## config.mk

```make
export PLATFORM = sky130hd
export DESIGN_NAME = modbus_rtu_frame_receiver_flat
export DESIGN_NICKNAME = d
export VERILOG_FILES = /design/src/design/mbrx_pkg.sv /design/src/design/mbrx_if.sv /design/src/design/modbus_rtu_frame_receiver.sv /design/src/design/mbrx_cfg_regs.sv /design/src/design/mbrx_frame_core.sv /design/src/flat_wrapper.sv
export SDC_FILE = /design/constraint.sdc
export NUM_CORES = 1
export LEC_CHECK = 0
export ABC_AREA = 1
export BUFFER_PORTS_ARGS = -buffer_cell sky130_fd_sc_hd__buf_2
export CORE_MARGIN = 1.5
export CORE_UTILIZATION = 25
export CTS_BUF_LIST = sky130_fd_sc_hd__clkbuf_2 sky130_fd_sc_hd__clkbuf_4 sky130_fd_sc_hd__clkbuf_8
export CTS_CLUSTER_SIZE = 12
export DETAILED_ROUTE_END_ITERATION = 10
export GPL_ROUTABILITY_DRIVEN = 0
export SLEW_MARGIN = 10
export SYNTH_ARGS = -nofsm -noshare
export SYNTH_HDL_FRONTEND = slang
export SYNTH_SLANG_ARGS = --single-unit
```

## constraint.sdc

```tcl
create_clock -name clk -period 3.04 [get_ports clk]
set_input_delay 0.912 -clock clk [delete_from_list [all_inputs] [get_ports clk]]
set_output_delay 0.912 -clock clk [all_outputs]
set_load 0.05 [all_outputs]
```

## src/design/mbrx_pkg.sv

```systemverilog
// ---------------------------------------------------------------------------
// mbrx_pkg
// Types, codes and helpers shared by the Modbus RTU frame receiver.
// ---------------------------------------------------------------------------
package mbrx_pkg;

  // largest data area the receiver will ever take
  localparam logic [8:0] MAX_FRAME_BYTES = 9'd260;

  // fixed data lengths set by the function code
  localparam logic [8:0] SHORT_LEN      = 9'd4;
  localparam logic [8:0] MULTI_LEN      = 9'd7;
  // data byte that carries the byte count of a write-multiple frame
  localparam logic [8:0] BYTE_COUNT_IDX = 9'd4;
  // register address, quantity and byte count fields added to the byte count
  localparam logic [8:0] COUNT_EXTRA    = 9'd5;

  localparam logic [15:0] CRC_INIT = 16'hFFFF;
  localparam logic [15:0] CRC_POLY = 16'hA001;

  // input commands
  localparam logic CMD_BYTE = 1'b0;
  localparam logic CMD_TICK = 1'b1;

  // receive phase
  typedef enum logic [1:0] {
    PH_HUNT,
    PH_CODE,
    PH_DATA
  } phase_t;

  // result status codes
  typedef enum logic [2:0] {
    ST_IDLE     = 3'd0,
    ST_ACCEPT   = 3'd1,
    ST_FRAME_OK = 3'd2,
    ST_CRC_ERR  = 3'd3,
    ST_REJECT   = 3'd4,
    ST_TIMEOUT  = 3'd5
  } status_t;

  // configuration register indexes
  localparam logic [2:0] REG_STATION     = 3'd0;
  localparam logic [2:0] REG_READ_CODE   = 3'd1;
  localparam logic [2:0] REG_MULTI_CODE  = 3'd2;
  localparam logic [2:0] REG_SINGLE_CODE = 3'd3;
  localparam logic [2:0] REG_MAX_LEN     = 3'd4;
  localparam logic [2:0] REG_TIMEOUT     = 3'd5;

  typedef struct packed {
    logic [7:0]  station_address;
    logic [7:0]  read_code;
    logic [7:0]  write_multi_code;
    logic [7:0]  write_single_code;
    logic [8:0]  max_data_length;
    logic [15:0] timeout_ticks;
  } cfg_t;

  typedef struct packed {
    logic [2:0] status;
    logic [7:0] function_code;
    logic       data_valid;
    logic [8:0] data_index;
    logic [7:0] data_byte;
    logic [8:0] data_length;
  } result_t;

  // one byte into the reflected crc-16
  function automatic logic [15:0] crc_add(input logic [15:0] crc_in, input logic [7:0] b);
    logic [15:0] c;
    c = crc_in ^ {8'h00, b};
    for (int i = 0; i < 8; i++) begin
      if (c[0]) begin
        c = (c >> 1) ^ CRC_POLY;
      end else begin
        c = c >> 1;
      end
    end
    return c;
  endfunction

endpackage

```

## src/design/mbrx_if.sv

```systemverilog
// ---------------------------------------------------------------------------
// mbrx_if
// Valid/ready channels of the receiver: input items and result items.
// ---------------------------------------------------------------------------
interface mbrx_in_if;
  logic       valid;
  logic       ready;
  logic       command;
  logic [7:0] rx_byte;

  modport source (output valid, output command, output rx_byte, input ready);
  modport sink   (input valid, input command, input rx_byte, output ready);
endinterface

interface mbrx_out_if;
  logic       valid;
  logic       ready;
  logic [2:0] status;
  logic [7:0] function_code;
  logic       data_valid;
  logic [8:0] data_index;
  logic [7:0] data_byte;
  logic [8:0] data_length;

  modport source (output valid, output status, output function_code, output data_valid,
                  output data_index, output data_byte, output data_length, input ready);
  modport sink   (input valid, input status, input function_code, input data_valid,
                  input data_index, input data_byte, input data_length, output ready);
endinterface

```

## src/design/modbus_rtu_frame_receiver.sv

```systemverilog
// ---------------------------------------------------------------------------
// modbus_rtu_frame_receiver
// Modbus RTU slave frame receiver: address hunt, length by function code,
// data streaming with index, crc-16 check and tick timeout.
//
//   channel  dir  handshake      payload
//   in_ch    in   valid/ready    command, rx_byte
//   out_ch   out  valid/ready    status, function_code, data_valid,
//                                data_index, data_byte, data_length
//   cfg_*    in   write enable   cfg_index, cfg_wdata
//
// One item per cycle sustained while out_ch accepts every result. An item is
// held in the input register, then its result in the result register.
// The frame state and crc update as the result register loads.
// A stalled result holds the result register; the input register still takes
// one more item, then in_ch.ready drops until the result is taken.
// Synchronous active-low reset returns to address hunt with default registers.
// ---------------------------------------------------------------------------
module modbus_rtu_frame_receiver
  import mbrx_pkg::*;
(
  input  logic        clk,
  input  logic        rst_n,
  mbrx_in_if.sink     in_ch,
  mbrx_out_if.source  out_ch,
  input  logic        cfg_we,
  input  logic [2:0]  cfg_index,
  input  logic [15:0] cfg_wdata
);

  cfg_t       cfg;
  result_t    result;

  logic       in_v_r, in_v_nxt;
  logic       in_cmd_r;
  logic [7:0] in_byte_r;
  logic       out_v_r, out_v_nxt;
  result_t    out_r;
  logic       advance;
  logic       in_take;

  mbrx_cfg_regs u_cfg (
    .clk       (clk),
    .rst_n     (rst_n),
    .cfg_we    (cfg_we),
    .cfg_index (cfg_index),
    .cfg_wdata (cfg_wdata),
    .cfg       (cfg)
  );

  mbrx_frame_core u_core (
    .clk     (clk),
    .rst_n   (rst_n),
    .cfg     (cfg),
    .step    (advance),
    .command (in_cmd_r),
    .rx_byte (in_byte_r),
    .result  (result)
  );

  // handshake control
  assign advance     = in_v_r && (!out_v_r || out_ch.ready);
  assign in_ch.ready = !in_v_r || advance;
  assign in_take     = in_ch.valid && in_ch.ready;
  assign in_v_nxt    = in_take || (in_v_r && !advance);
  assign out_v_nxt   = advance || (out_v_r && !out_ch.ready);

  always_ff @(posedge clk) begin
    if (!rst_n) begin
      in_v_r  <= 1'b0;
      out_v_r <= 1'b0;
    end else begin
      in_v_r  <= in_v_nxt;
      out_v_r <= out_v_nxt;
    end
  end

  // input register
  always_ff @(posedge clk) begin
    if (in_take) begin
      in_cmd_r  <= in_ch.command;
      in_byte_r <= in_ch.rx_byte;
    end
  end

  // result register
  always_ff @(posedge clk) begin
    if (advance) begin
      out_r <= result;
    end
  end

  assign out_ch.valid         = out_v_r;
  assign out_ch.status        = out_r.status;
  assign out_ch.function_code = out_r.function_code;
  assign out_ch.data_valid    = out_r.data_valid;
  assign out_ch.data_index    = out_r.data_index;
  assign out_ch.data_byte     = out_r.data_byte;
  assign out_ch.data_length   = out_r.data_length;

endmodule

```

## src/design/mbrx_cfg_regs.sv

```systemverilog
// ---------------------------------------------------------------------------
// mbrx_cfg_regs
// Configuration register file, written through a plain write port.
// ---------------------------------------------------------------------------
module mbrx_cfg_regs
  import mbrx_pkg::*;
(
  input  logic        clk,
  input  logic        rst_n,
  input  logic        cfg_we,
  input  logic [2:0]  cfg_index,
  input  logic [15:0] cfg_wdata,
  output cfg_t        cfg
);

  cfg_t cfg_r;
  cfg_t cfg_nxt;

  // register write decode
  always_comb begin
    cfg_nxt = cfg_r;
    if (cfg_we) begin
      unique case (cfg_index)
        REG_STATION:     cfg_nxt.station_address   = cfg_wdata[7:0];
        REG_READ_CODE:   cfg_nxt.read_code         = cfg_wdata[7:0];
        REG_MULTI_CODE:  cfg_nxt.write_multi_code  = cfg_wdata[7:0];
        REG_SINGLE_CODE: cfg_nxt.write_single_code = cfg_wdata[7:0];
        REG_MAX_LEN:     cfg_nxt.max_data_length   = cfg_wdata[8:0];
        REG_TIMEOUT:     cfg_nxt.timeout_ticks     = cfg_wdata;
        default:         cfg_nxt = cfg_r;
      endcase
    end
  end

  always_ff @(posedge clk) begin
    if (!rst_n) begin
      cfg_r.station_address   <= 8'd1;
      cfg_r.read_code         <= 8'd3;
      cfg_r.write_multi_code  <= 8'd16;
      cfg_r.write_single_code <= 8'd5;
      cfg_r.max_data_length   <= 9'd59;
      cfg_r.timeout_ticks     <= 16'd10;
    end else begin
      cfg_r <= cfg_nxt;
    end
  end

  assign cfg = cfg_r;

endmodule

```

## src/design/mbrx_frame_core.sv

```systemverilog
// ---------------------------------------------------------------------------
// mbrx_frame_core
// Frame state machine, length tracking, crc-16 and timeout per item.
// ---------------------------------------------------------------------------
module mbrx_frame_core
  import mbrx_pkg::*;
(
  input  logic       clk,
  input  logic       rst_n,
  input  cfg_t       cfg,
  input  logic       step,
  input  logic       command,
  input  logic [7:0] rx_byte,
  output result_t    result
);

  phase_t      phase_r, phase_nxt;
  logic [7:0]  code_r, code_nxt;
  logic [8:0]  len_r, len_nxt;
  logic [8:0]  cnt_r, cnt_nxt;
  logic [15:0] crc_r, crc_nxt;
  logic [7:0]  crc_low_r, crc_low_nxt;
  logic [16:0] tick_r, tick_nxt;

  logic        is_tick;
  logic [8:0]  limit;
  logic        code_short, code_multi, code_reject;
  logic [8:0]  code_len;
  logic        cur_short, data_take, crc_low_slot;
  logic        len_update, len_reject;
  logic [8:0]  new_len;
  logic [16:0] tick_inc;
  logic        timed_out;
  logic [15:0] crc_upd;
  logic        crc_ok;

  // shared decode
  assign is_tick      = (command == CMD_TICK);
  assign limit        = (cfg.max_data_length < MAX_FRAME_BYTES) ? cfg.max_data_length
                                                                 : MAX_FRAME_BYTES;
  assign code_short   = (rx_byte == cfg.read_code) || (rx_byte == cfg.write_single_code);
  assign code_multi   = (rx_byte == cfg.write_multi_code);
  assign code_len     = code_short ? SHORT_LEN : MULTI_LEN;
  assign code_reject  = !(code_short || code_multi) || (code_len > limit);
  assign cur_short    = (code_r == cfg.read_code) || (code_r == cfg.write_single_code);
  assign data_take    = (cnt_r < len_r);
  assign crc_low_slot = (cnt_r == len_r);
  assign len_update   = data_take && (cnt_r == BYTE_COUNT_IDX)
                        && (code_r == cfg.write_multi_code) && !cur_short;
  assign new_len      = {1'b0, rx_byte} + COUNT_EXTRA;
  assign len_reject   = len_update && (new_len > limit);
  assign tick_inc     = tick_r + 17'd1;
  assign timed_out    = (tick_inc >= {1'b0, cfg.timeout_ticks});
  assign crc_upd      = crc_add((phase_r == PH_HUNT) ? CRC_INIT : crc_r, rx_byte);
  assign crc_ok       = ({rx_byte, crc_low_r} == crc_r);

  // next phase
  always_comb begin
    phase_nxt = phase_r;
    if (is_tick) begin
      if (phase_r != PH_HUNT && timed_out) begin
        phase_nxt = PH_HUNT;
      end
    end else begin
      unique case (phase_r)
        PH_HUNT: if (rx_byte == cfg.station_address) phase_nxt = PH_CODE;
        PH_CODE: phase_nxt = code_reject ? PH_HUNT : PH_DATA;
        PH_DATA: begin
          if (data_take) begin
            if (len_reject) phase_nxt = PH_HUNT;
          end else if (!crc_low_slot) begin
            phase_nxt = PH_HUNT;
          end
        end
        default: phase_nxt = PH_HUNT;
      endcase
    end
  end

  // datapath and result
  always_comb begin
    code_nxt    = code_r;
    len_nxt     = len_r;
    cnt_nxt     = cnt_r;
    crc_nxt     = crc_r;
    crc_low_nxt = crc_low_r;
    tick_nxt    = tick_r;
    result      = '0;
    result.status = ST_IDLE;
    if (is_tick) begin
      if (phase_r != PH_HUNT) begin
        tick_nxt = tick_inc;
        if (timed_out) begin
          result.status = ST_TIMEOUT;
          len_nxt  = '0;
          cnt_nxt  = '0;
          tick_nxt = '0;
        end
      end
    end else begin
      unique case (phase_r)
        PH_HUNT: begin
          if (rx_byte == cfg.station_address) begin
            result.status = ST_ACCEPT;
            crc_nxt  = crc_upd;
            tick_nxt = '0;
            cnt_nxt  = '0;
          end
        end
        PH_CODE: begin
          code_nxt = rx_byte;
          if (code_reject) begin
            result.status = ST_REJECT;
            len_nxt  = '0;
            cnt_nxt  = '0;
            tick_nxt = '0;
          end else begin
            result.status = ST_ACCEPT;
            len_nxt = code_len;
            cnt_nxt = '0;
            crc_nxt = crc_upd;
          end
        end
        PH_DATA: begin
          if (data_take) begin
            result.status     = ST_ACCEPT;
            result.data_valid = 1'b1;
            result.data_index = cnt_r;
            result.data_byte  = rx_byte;
            crc_nxt = crc_upd;
            cnt_nxt = cnt_r + 9'd1;
            if (len_reject) begin
              result.status = ST_REJECT;
              len_nxt  = '0;
              cnt_nxt  = '0;
              tick_nxt = '0;
            end else if (len_update) begin
              len_nxt = new_len;
            end
          end else if (crc_low_slot) begin
            result.status = ST_ACCEPT;
            crc_low_nxt = rx_byte;
            cnt_nxt     = cnt_r + 9'd1;
          end else begin
            result.status = crc_ok ? ST_FRAME_OK : ST_CRC_ERR;
            cnt_nxt  = '0;
            tick_nxt = '0;
          end
        end
        default: result.status = ST_IDLE;
      endcase
    end
    result.function_code = code_nxt;
    result.data_length   = len_nxt;
  end

  // frame state registers, advanced once per processed item
  always_ff @(posedge clk) begin
    if (!rst_n) begin
      phase_r   <= PH_HUNT;
      code_r    <= '0;
      len_r     <= '0;
      cnt_r     <= '0;
      crc_r     <= CRC_INIT;
      crc_low_r <= '0;
      tick_r    <= '0;
    end else if (step) begin
      phase_r   <= phase_nxt;
      code_r    <= code_nxt;
      len_r     <= len_nxt;
      cnt_r     <= cnt_nxt;
      crc_r     <= crc_nxt;
      crc_low_r <= crc_low_nxt;
      tick_r    <= tick_nxt;
    end
  end

endmodule

```

## src/flat_wrapper.sv

```systemverilog
// flat-port wrapper written by rule: the top's interface ports become plain ports
module modbus_rtu_frame_receiver_flat import mbrx_pkg::*;
  (clk, rst_n, cfg_we, cfg_index, cfg_wdata, in_ch_valid, in_ch_command, in_ch_rx_byte, in_ch_ready, out_ch_valid, out_ch_status, out_ch_function_code, out_ch_data_valid, out_ch_data_index, out_ch_data_byte, out_ch_data_length, out_ch_ready);
  mbrx_in_if in_ch_i ();
  mbrx_out_if out_ch_i ();
  input  logic clk;
  input  logic rst_n;
  input  logic cfg_we;
  input  logic [2:0] cfg_index;
  input  logic [15:0] cfg_wdata;
  input wire logic [$bits(in_ch_i.valid)-1:0] in_ch_valid;
  input wire logic [$bits(in_ch_i.command)-1:0] in_ch_command;
  input wire logic [$bits(in_ch_i.rx_byte)-1:0] in_ch_rx_byte;
  output wire logic [$bits(in_ch_i.ready)-1:0] in_ch_ready;
  output wire logic [$bits(out_ch_i.valid)-1:0] out_ch_valid;
  output wire logic [$bits(out_ch_i.status)-1:0] out_ch_status;
  output wire logic [$bits(out_ch_i.function_code)-1:0] out_ch_function_code;
  output wire logic [$bits(out_ch_i.data_valid)-1:0] out_ch_data_valid;
  output wire logic [$bits(out_ch_i.data_index)-1:0] out_ch_data_index;
  output wire logic [$bits(out_ch_i.data_byte)-1:0] out_ch_data_byte;
  output wire logic [$bits(out_ch_i.data_length)-1:0] out_ch_data_length;
  input wire logic [$bits(out_ch_i.ready)-1:0] out_ch_ready;
  assign in_ch_i.valid = in_ch_valid;
  assign in_ch_i.command = in_ch_command;
  assign in_ch_i.rx_byte = in_ch_rx_byte;
  assign in_ch_ready = in_ch_i.ready;
  assign out_ch_valid = out_ch_i.valid;
  assign out_ch_status = out_ch_i.status;
  assign out_ch_function_code = out_ch_i.function_code;
  assign out_ch_data_valid = out_ch_i.data_valid;
  assign out_ch_data_index = out_ch_i.data_index;
  assign out_ch_data_byte = out_ch_i.data_byte;
  assign out_ch_data_length = out_ch_i.data_length;
  assign out_ch_i.ready = out_ch_ready;
  modbus_rtu_frame_receiver u_core (.clk(clk), .rst_n(rst_n), .in_ch(in_ch_i), .out_ch(out_ch_i), .cfg_we(cfg_we), .cfg_index(cfg_index), .cfg_wdata(cfg_wdata));
endmodule
```

======== Word-level counts from Yosys, hierarchy flattened ========
Index checks and enable logic that the tools add are counted.
operators by class
  $add $sub $neg .......................... 3
  $mul .................................... 0
  div/mod/pow operators ................... 0
  $lt $le $gt $ge ......................... 5
  equality and inequality tests ........... 27
  shifts and indexed selects .............. 0
  mux-type cells .......................... 61
  bitwise operators ....................... 12
  reduce and logical (&&, ||, !) cells .... 41
operator list
  cell                                                              number
  16-bit two-way mux                                                12
  17-bit two-way mux                                                8
  9-bit two-way mux                                                 14
  8-bit == test                                                     7
  17-bit one-hot mux with 3 select lines                            1
  16-bit one-hot mux with 3 select lines                            1
  9-bit one-hot mux with 3 select lines                             1
  2-bit NOT with 3-bit output                                       8
  3-bit two-way mux                                                 7
  18-bit two-way mux                                                1
  2-bit two-way mux                                                 9
  9-bit one-hot mux with 2 select lines                             1
  17-bit by 1-bit adder with 17-bit output (second input constant)  1
  17-bit by 16-bit greater-or-equal comparator with 1-bit output    1
  16-bit == test                                                    1
  8-bit two-way mux                                                 2
  16-bit by 8-bit bitwise XOR with 16-bit output                    1
  5-bit AND reduction                                               3
  2-bit AND reduction                                               6
  2-bit inequality test (second input constant)                     5
  8-bit by 3-bit adder with 9-bit output (second input constant)    1
  9-bit by 1-bit adder with 9-bit output (second input constant)    1
  9-bit by 3-bit == test with 1-bit output (second input constant)  1
  9-bit == test                                                     1
  other kinds (29)                                                  55
storage, ports and cells
  flip-flop bits (word level) ............. 175
  latch bits .............................. 0
  bits in writable memories ............... 0
  memory bits (read-only) ................. 0
  bits of input ports ..................... 33
  output and inout bits ................... 40
  word-level logic and storage cells ...... 172
  memories kept ........................... 0

======== Longest topological paths before layout ========
  word-level depth ........................ 21
  gate-level depth with buffers ........... 24
  gate-level depth less buffers ........... 24

======== Cells and area by module ========
From an unflattened synthesis, not the netlist that was laid out.
unflattened totals
  cell total of the unflattened synthesis .. 1435
  area total of the unflattened synthesis .. 10390.0 sq um
by module, submodules not included
  module                     times used  cells an instance  area each (sq um)  seq. area each (sq um)
  mbrx_frame_core            1           1044               6615.1             1381.3
  mbrx_cfg_regs              1           331                2268.4             1141.1
  modbus_rtu_frame_receiver  1           60                 1506.4             1451.4

======== Worst setup path before layout ========
No wires, ideal clock.
  path type ............................... input to register
  from .................................... input port out_ch_ready
  to ...................................... register u_core.out_r, in the netlist u_core.out_ch.data_byte[0] (enable)
  library setup time ...................... 417 ps
  arrival ................................. 2543 ps
  data required time ...................... 2623 ps
  slack ................................... 80 ps
  cell stages on the path ................. 5
  buffers on the path ..................... 1
  path through ............................ inv_1 > nand2_1 > nand2_1 > inv_1 > buf_1
between the ends
  cells in the longest elaborated chain, start to end .. 2
ends and longest elaborated chain
  item                  RTL line                         text
  from (decl)           flat_wrapper.sv:22               input wire logic [$bits(out_ch_i.ready)-1:0] out_ch_ready;
  1-bit logical OR      modbus_rtu_frame_receiver.sv:62  assign advance = in_v_r && (!out_v_r || out_ch.ready);
  1-bit logical AND     modbus_rtu_frame_receiver.sv:62
  net u_core.advance    modbus_rtu_frame_receiver.sv:39  logic advance;
  to (signal assigned)  modbus_rtu_frame_receiver.sv:89  out_r <= result;
  to (decl)             modbus_rtu_frame_receiver.sv:38  result_t out_r;
The timed path passes the listed nets, and every way through them passes these cells.
A chain may end at the register's enable or synchronous reset.

======== Final worst setup path ========
  from .................................... register u_core.u_core.tick_r[0]
  to ...................................... register u_core.u_core.cnt_r[8]
between the ends
  cells in the longest elaborated chain, start to end .. 4
ends and longest elaborated chain
  item                                                            RTL line                text
  from (decl)                                                     mbrx_frame_core.sv:23   logic [16:0] tick_r, tick_nxt;
  from (signal assigned)                                          mbrx_frame_core.sv:174  tick_r <= tick_nxt;
  17-bit by 1-bit adder with 17-bit output                        mbrx_frame_core.sv:52   assign tick_inc = tick_r + 17'd1;
  17-bit by 16-bit greater-or-equal comparator with 1-bit output  mbrx_frame_core.sv:53   assign timed_out = (tick_inc >= {1'b0, cfg.timeout_ticks});
  2-bit inequality test (no source line)                          -
  5-bit AND reduction (no source line)                            -
  to (signal assigned)                                            mbrx_frame_core.sv:171  cnt_r <= cnt_nxt;
  to (decl)                                                       mbrx_frame_core.sv:20   logic [8:0] cnt_r, cnt_nxt;
No other way between the ends.

==> reports/metrics.csv <==
stage,metric,value,unit
pwr,P_sw,1620,uW
global_routing,GR Util met2,22.0,%
sta,RSZ-0062 raised after global routing,true,
synth,synth warn,0,
pwr,sequential power share,48.7,%
cts,"Clk pin slew, worst setup/hold paths",100,ps
worst_setup_path,CP required,3400,ps
sta,Least-Margin Pin Slew,684,ps
sta,fin crit share,99.0,%
route,Remaining DRCs,0,
synth,"Seq/Total Area, Yosys",39.1,%
sta,worst rel slew slack,53.9,%
pwr,Peak supply drop,0.318,mV
die,CORE AREA,39900,sq um
cts,clk root buf,clkbuf_8,
final_layout,area delta synth->final,21.1,%
pwr,post-layout power,5230,uW
pwr,clock share of power,34.9,%
sta,Setup Skew,22.8,ps
min_path,Hold Path Class,flop to flop,
worst_setup_path,CP endpoint kind,flop,
pwr,Pint,3610,uW
final_layout,Finished Layout Cells,2000,
worst_setup_path,CP max-delay cell,dfxtp_4,
synth,Yosys reg bits,175,
global_routing,vias in the first global route,8413,
global_routing,initial antenna violation count,2,
worst_setup_path,CP cell instances,ha_4 -> nand3_4 -> nor2_4 -> nand3_2 -> buf_4 -> buf_4 -> xnor2_1 -> ha_1 -> a21oi_1 -> nor2_1 -> a211oi_2 -> nand2_1 -> nand2_1 -> nand3_4 -> nand2_4 -> buf_12 -> inv_8 -> nand4_1 -> a21oi_1,
die,Starting Density,25.4,%
final_layout,fraction of layout cells with a size suffix above 1,20.8,%
worst_setup_path,Crit Path Class,flop to flop,
cts,total CTS buffers,17,
pwr,standby leakage power,0.00523,uW
synth,Synth cell types,50,
final_layout,Finished Cell Area,12300,sq um
cts,H-tree levels,4,
synth,synth top area cells,"dfxtp_1, edfxtp_1, nand2_1, ha_1, inv_1",
synth,syn_area_per_cell,7.53,sq um
run_status,status,"finished, final reports clean",
worst_setup_path,Worst setup SP type,flop,
route,via density per instance,4.59,
die,row count,73,
route,final wirelength,30200,microns
synth,Mapped Area,10200,sq um
final_layout,"commonest non-fill, non-tap cell in the layout",nand2_1,
global_routing,first-pass GRT wire length,46500,microns
sta,fin crit period,3010,ps
die,Die Y-Extent,205,microns
worst_setup_path,CP max FO,7,
synth,area fraction of the dominant cell type after synthesis,25.2,%
worst_setup_path,CP arrival,3370,ps
sta,final setup fails,0,
synth,Gate Count Post-Synth,1349,
die,num ports,73,
place,Placed Area,11300,sq um
worst_setup_path,WP buf/inv,4,
global_routing,routing usage on met1,20.1,%
worst_setup_path,"CP delay by family, top",simple AND/OR/NAND/NOR gates,
route,Wirelength per Cell,15.1,microns
synth,syn_nets,1427,
pwr,switching part of the total,30.9,%
cts,worst skew pair latency,500,ps
place,DP Cell Count,1952,
sta,maximum clock rate,332,MHz
route,number of iterations in the first detailed-routing pass,5,
global_routing,GRT Total Usage,14.4,%
place,post-DP HPWL,22600,microns
final_layout,fin nets,1540,
cts,CTS tree,done,
pwr,Cell Pwr Density,425,nW/um^2
final_layout,antenna fix cells,0,
synth,Yosys top cell by area,dfxtp_1,
die,die width,205,microns
die,die footprint,41800,sq um
worst_setup_path,Slowest Stage Delay on Critical Path,380,ps
cts,hold buffers post-CTS,0,
global_routing,grt met3 use,3.10,%
route,antenna-violating nets left,0,
final_layout,most frequent cells in the layout,"nand2_1, inv_1, dfxtp_1",
global_routing,gr ovfl total,0,
global_routing,largest net degree at the start of global routing,51,
global_routing,GRT Max-Usage Layer,met2,
sta,"Slew Viols, Final",0,
sta,final hold slack,465,ps
cts,clock tree buffer depth,2,
place,port bufs,72,
pwr,Gate power share,16.5,%
cts,clk sink count,175,
route,DR vias,9188,
job,max-cap violation count,0,
sta,Final Hold Vio Count,0,
sta,post-route setup TNS,0,ps
route,DR iter-0 viols,719,
==> final timing paths <==
kind,from,to,slack [ps],cells past startpoint
min,u_core.u_cfg.cfg[2],u_core.u_cfg.cfg[2],470,2
max reg2reg,u_core.u_core.tick_r[0],u_core.u_core.cnt_r[8],30,19
min reg2reg,u_core.u_cfg.cfg[2],u_core.u_cfg.cfg[2],470,2
max,u_core.u_core.tick_r[0],u_core.u_core.cnt_r[8],30,19
==> cell usage after synthesis (all sizes together) <==
cell and count:
nand2 351, inv 162, nor2 134, dfxtp 128, a21oi 102, nand3 88, o21ai 83, edfxtp 47
ha 45, xor2 44, xnor2 34, nand4 32, clkbuf 24, buf 22, nor3 12, a211oi 9
o211ai 9, clkinv 5, nand3b 4, nor4 3, nor2b 2, o21a 2, a2111oi 1, a41oi 1
and3 1, bufinv 1, nor3b 1, o21bai 1, or2 1
==> logic make-up after synthesis <==
family | synth area share [%]
adder cells (fa/ha/maj) | 5.55
XOR/XNOR | 7.10
flip-flops | 39.1
buffers and inverters | 9.60
AO/OA/AOI/OAI | 11.3
AND/OR/NAND/NOR | 27.3
==> timing repair <==
action,CTS,global route
setup buffers,1,9
setup endpoints to repair,47,61
gates cloned,1,5
pin swaps,1,37
gates resized for setup,13,86
==> cell type report <==
cell class,instances,area [sq um]
fillers,4204,27600
multi-input cells,961,5560
flip-flops and latches,175,3980
repair buffers,136,946
inverters,168,691
well taps,525,657
clock buffers,19,255
clock inverters,13,176
repair inverters,3,22.5
==> state kept, by name (all words and copies together), names as in the netlist <==
name,cells
u_core.u_core.crc_low_r,8
u_core.out_ch.status,3
u_core.out_ch.data_valid,1
u_core.out_ch.valid,1
u_core.out_ch.function_code,8
u_core.out_ch.data_length,9
u_core.out_ch.data_index,9
u_core.in_cmd_r,1
u_core.u_core.code_r,8
u_core.u_core.crc_r,16
u_core.u_core.phase_r,2
u_core.in_v_r,1
u_core.u_core.len_r,9
u_core.in_byte_r,8
u_core.out_ch.data_byte,8
u_core.u_core.tick_r,17
u_core.u_core.cnt_r,9
u_core.u_cfg.cfg,57
==> metrics by stage <==
step / util, % / setup slack, ps
global route: 30.8 / -159
CTS: 29.5 / 17.8
floorplan: - / 79.5
finish: 30.8 / 29.0
detailed placement: 28.3 / -161
global placement: 28.3 / -38.5
==> tightest hold or removal path, stage by stage (launching register included) <==
cell     delay (ps)
dfxtp_1         310
inv_1            70
a21oi_1          60
==> power groups by stage <==
stage / sequential [uW] / clock, uW / combinational, uW
floorplan: 2650 / 0 / 503
global placement: 2590 / 0 / 799
detailed placement: 2590 / 0 / 812
CTS: 2540 / 1860 / 819
global route: 2550 / 1960 / 953
finish: 2540 / 1820 / 861
==> layer usage <==
| metal | up-vias | share of wire [%] |
|---|---|---|
| met3 | 39 | 6.4 |
| met1 | 4253 | 48 |
| li1 | 4607 | - |
| met4 | 2 | 2.1 |
| met2 | 287 | 44 |
| met5 | - | 0.033 |
(Power assumes the default switching activity.)
